==> config.mk <==
export PLATFORM = sky130hd
export DESIGN_NAME = rcfr_cell
export DESIGN_NICKNAME = d
export VERILOG_FILES = /design/src/design/rcfr_pkg.sv /design/src/design/rcfr_cell.sv
export SDC_FILE = /design/constraint.sdc
export NUM_CORES = 1
export LEC_CHECK = 0
export BUFFER_PORTS_ARGS = -buffer_cell sky130_fd_sc_hd__clkbuf_2
export CORE_AREA = 3 3 158 160
export CTS_CLUSTER_SIZE = 28
export DETAILED_ROUTE_END_ITERATION = 16
export DIE_AREA = 0 0 161 163
export GPL_TIMING_DRIVEN = 1
export PLACE_DENSITY_LB_ADDON = 0.05
export SYNTH_ARGS = -nofsm -noshare
export SYNTH_HDL_FRONTEND = slang
export SYNTH_SLANG_ARGS = --single-unit
export TNS_END_PERCENT = 10
==> constraint.sdc <==
create_clock -name clk_i -period 0.8 [get_ports clk_i]
set_input_delay 0.12 -clock clk_i [delete_from_list [all_inputs] [get_ports clk_i]]
set_output_delay 0.12 -clock clk_i [all_outputs]
set_load 0.05 [all_outputs]
==> src/design/rcfr_pkg.sv <==
// Package for the region cache: opcodes, status codes, entry and scan types.
// No dependencies.
`default_nettype none
package rcfr_pkg;
  localparam logic [1:0] OP_LOOKUP = 2'd0;
  localparam logic [1:0] OP_INSERT = 2'd1;
  localparam logic [1:0] OP_EVICT  = 2'd2;

  localparam logic [1:0] ST_DONE  = 2'd0;
  localparam logic [1:0] ST_MISS  = 2'd1;
  localparam logic [1:0] ST_FULL  = 2'd2;
  localparam logic [1:0] ST_EMPTY = 2'd3;

  typedef enum logic [1:0] {S_IDLE, S_SCAN, S_COMMIT, S_OUT} state_e;

  typedef struct packed {
    logic [15:0] file_id;
    logic [15:0] sx;
    logic [15:0] sy;
    logic [15:0] ex;
    logic [15:0] ey;
    logic [15:0] uses;
    logic [31:0] last;
    logic [31:0] bytes;
    logic [31:0] order;
  } entry_t;

  typedef struct packed {
    logic [1:0]  op;
    logic [15:0] file_id;
    logic [15:0] sx;
    logic [15:0] sy;
    logic [15:0] ex;
    logic [15:0] ey;
    logic [31:0] now;
  } req_t;

  // Best-candidate record type: a found flag and an entry
  typedef struct packed {
    logic        found;
    entry_t      ent;
  } cand_t;
endpackage
`default_nettype wire

==> src/design/rcfr_cell.sv <==
// One table slot of the ring: holds an entry and rotates it to its neighbour.
// Depends on rcfr_pkg.
`default_nettype none
module rcfr_cell (
  input  wire logic            clk_i,
  input  wire logic            rst_ni,
  input  wire logic            shift_i,
  input  wire logic            valid_i,
  input  wire rcfr_pkg::entry_t ent_i,
  input  wire logic [7:0]      idx_i,
  output logic                 valid_o,
  output rcfr_pkg::entry_t     ent_o,
  output logic [7:0]           idx_o
);
  import rcfr_pkg::*;
  logic valid_q;
  entry_t ent_q;
  logic [7:0] idx_q;

  always_ff @(posedge clk_i or negedge rst_ni) begin
    if (!rst_ni) begin
      valid_q <= 1'b0;
    end else if (shift_i) begin
      valid_q <= valid_i;
    end
  end

  always_ff @(posedge clk_i) begin
    if (shift_i) begin
      ent_q <= ent_i;
      idx_q <= idx_i;
    end
  end

  assign valid_o = valid_q;
  assign ent_o   = ent_q;
  assign idx_o   = idx_q;
endmodule
`default_nettype wire

==> results.toml, run 1 <==
[outcome]
error_line = "[ERROR RSZ-0060] Max buffer count reached."
haltStage = "4_1_cts"
status = "aborted with a tool error"

[logic_synthesis]
synthesis.area_um2 = 6050
ys_types = 3
yosys.area.top_type_share_pct = 99.3
synth_area_per_cell_um2 = 29.9
yosys_warnings = 0
syn_inst = 202
yosysTopAreaCell = "edfxtp_1"
synth_ff_type = "edfxtp_1"
synth.area.top_cells = "edfxtp_1, dfrtp_1, mux2_4"
synth_enable_flop_cells = 200
synthArstFlopShare_pct = 0.498
synth_nets = 406
yosysMostFrequentCell = "edfxtp_1"
ys_seq_area_share_pct = 99.8
synthTopCellsByCount = "edfxtp_1, dfrtp_1, mux2_4"
synth_seq_cells = 201

[clocking]
ctsLongestPathBuffers = 3
clkSinkCount = 201
htree_num_levels = 1
clockRootBuffer = "clkbuf_16"
cts_resized = 402
cts_hold_buf = 198
post_cts_buffers = 0
cts_buffers = 24

[placement]
portBuffers = 404
place.gp.congestion = 0.736
placed_cells = 945
hpwl_um = 14300

[die]
start_util_pct = 25.7
die_y_um = 163
io_pins = 405
rows = 56
die_w_um = 161
[through the flow]
step           worst slack [ps]  setup TNS (ps)  util (%)  hold slack [ps]  cell area, µm²
2_1_floorplan              -109            -109         -             -176            6050
3_3_place_gp               -185          -20170      36.9             -105            8690
3_5_place_dp               -190          -21730      36.9             -102            8690
[cells by family after synthesis]
family  after synthesis  share of synthesized area, %
DFF                 201                          99.8
muxes                 1                         0.248
==> run 2: changes to the inputs <==
--- a/config.mk
+++ b/config.mk
@@ -6,12 +6,11 @@
 export NUM_CORES = 1
 export LEC_CHECK = 0
 export BUFFER_PORTS_ARGS = -buffer_cell sky130_fd_sc_hd__clkbuf_2
-export CORE_AREA = 3 3 158 160
-export CTS_CLUSTER_SIZE = 28
+export CORE_AREA = 3 3 178 180
 export DETAILED_ROUTE_END_ITERATION = 16
-export DIE_AREA = 0 0 161 163
+export DIE_AREA = 0 0 181 183
 export GPL_TIMING_DRIVEN = 1
-export PLACE_DENSITY_LB_ADDON = 0.05
+export PLACE_DENSITY_LB_ADDON = 0.15
 export SYNTH_ARGS = -nofsm -noshare
 export SYNTH_HDL_FRONTEND = slang
 export SYNTH_SLANG_ARGS = --single-unit
==> run 2 against run 1 <==
The flow now finishes, with violations (setup timing). Synthesized area is the same. Synthesized cell count did not move.
==> results.toml, run 2 <==
[detailed_routing]
drcViolationCount = 0
wirelength_um = 20300
dr.first_iter.drc_count = 142
antenna_left = 0
vias = 4606
viasPerCell = 3.61
drt-pass1-iter-count = 4
wl_per_cell_um = 15.9

[sta]
finClkSkew_ps = 0
fmax_ghz = 0.817
period_share_pct = 153
fin_ws_ps = -425
drv_slew = 0
tightest_slew_ps = 163
timing.slew.headroom_pct = 89.2
rsz0062_at_grt = "true"
final-hold-violation-count = 0
final-setup-viol-count = 202
hold_ws_ps = 53.3
finalCriticalPeriod_ps = 1220

[power]
clockPowerShare_pct = 34.1
ir_drop_mv = 1.60
switching_share_pct = 27.4
seq_power_share_pct = 43.2
p_sw_mw = 8.24
intPower_mw = 21.8
power_frac_comb_pct = 22.7
p_per_area_nw_per_um2 = 2230
p_leak_nw = 5.67

[setup_path]
crit_arrival_ps = 1100
required_ps = 680
cp-startpoint = "ent_o[115]"
regToRegSetupSlack_ps = 0
crit_family = "flip-flops"
cp-end-kind = "output port"
path_max_fanout = 1
crit_buf_inv = 1
crit_slowest_cell = "edfxtp_1"
worst_r2r_startpoint = "valid_o"
start_kind = "flip-flop"
path_cells = "buf_8"
setup.worst_path.class = "flip-flop to output port"
cp_slowest_stage_delay_ps = 420

[grt]
grt_max_degree = 28
first_global_vias = 5294
gr-total-overflow = 0
grt_usage_pct = 11.5
grt_antenna_before_repair = 0
grt_pass1_wl_um = 29800

[logic_synthesis]
synth_nets = 406
synth_ff_type = "edfxtp_1"
synthesis.area_um2 = 6050
synthArstFlopShare_pct = 0.498
ys_types = 3
synth_area_per_cell_um2 = 29.9
ys_seq_area_share_pct = 99.8
synth_enable_flop_cells = 200
yosys_warnings = 0
synthTopCellsByCount = "edfxtp_1, dfrtp_1, mux2_4"
yosys.area.top_type_share_pct = 99.3
yosysTopAreaCell = "edfxtp_1"
synth.area.top_cells = "edfxtp_1, dfrtp_1, mux2_4"
syn_inst = 202
synth_seq_cells = 201
yosysMostFrequentCell = "edfxtp_1"

[die]
dieArea_um2 = 33100
core_region_area_um2 = 30300
start_util_pct = 19.9
rows = 64
die_w_um = 181
die_y_um = 183
io_pins = 405

[layout]
antennaDiodeCount = 0
final_util_pct = 44.5
syn2layout_area_growth_pct = 124
drive_gt1_share_pct = 52.5
instances_no_fill = 1276
layout_commonest_cell = "dlygate4sd3_1"
largest_register_ffs = 192
fin_nets = 1066
layout_common_cells = "dlygate4sd3_1, clkbuf_2, edfxtp_1"

[placement]
portBuffers = 404
placed_cells = 1028
place.gp.congestion = 0.770
hpwl_um = 14400

[clocking]
cts_buffers = 24
ctsLongestPathBuffers = 3
cts_tree = "done"
clk_pin_slew_worst_paths_ps = 60
clock_latency_ps = 500
clockRootBuffer = "clkbuf_16"
clkSinkCount = 201
htree_num_levels = 1

[outcome]
status = "finished with violations"
violations = "setup timing"

[run]
drv_cap = 0

[min_path]
min_from = "shift_i"
hp-class = "primary input to flip-flop"
-- run 2: cell counts after synthesis --
No cell type changed its count.
-- run 2: path summary, 6_finish.rpt --
path	end	cells past startpoint
min in group asynchronous	valid_o	3
hold reg to reg	valid_o	1
setup / recovery	ent_o[115]	1
hold / removal	ent_o[39]	2
max in group asynchronous	valid_o	3
setup reg to reg	valid_o	1
-- run 2: cell type report --
class | count | area [µm²]
sequential | 201 | 6030
clock buffer | 30 | 644
clock inverter | 14 | 109
multi-input combinational | 1 | 15.0
tap | 396 | 495
fill | 2618 | 16800
timing repair buffer | 634 | 6220
-- run 2: cell families after synthesis --
logic type and synth area share [%]:
flops 99.8, mux 0.248
-- run 2: metrics by stage --
stage               setup TNS, ps  worst slack, ps  area, µm²  power (mW)
floorplan                    -109             -109       6050        15.9
global placement           -15760             -106       8840        17.6
detailed placement         -17600             -117       8840        17.6
CTS                       -103490             -484      13400        30.3
global route               -88750             -490      13500        31.2
finish                     -78550             -425      13500        30.1
-- run 2: power by group through the flow --
stage / registers, mW / logic [mW] / clock network, mW
final: 13.0 / 6.83 / 10.3
after global routing: 13.1 / 7.05 / 11.1
after CTS: 12.9 / 6.68 / 10.7
after detailed placement: 13.0 / 4.65 / 0
after global placement: 13.0 / 4.64 / 0
after floorplan: 15.9 / 0.00830 / 0
-- run 2: routing by layer --
layer	part of all wire [%]	vias up	global-route usage, %
met1	34	2136	12.2
met3	9.2	41	4.17
li1	-	2161	-
met5	0	-	0
met4	3.1	0	3.53
met2	54	268	21.5
-- run 2: repair_timing --
action | in CTS | in global routing
endpoints found under the hold margin | 209 | 0
hold buffers | 204 | 0
gates resized for setup | 402 | 90
endpoints found under the setup margin | 201 | 304
buffers inserted | 0 | 0
Power figures use the tool's default switching activity.
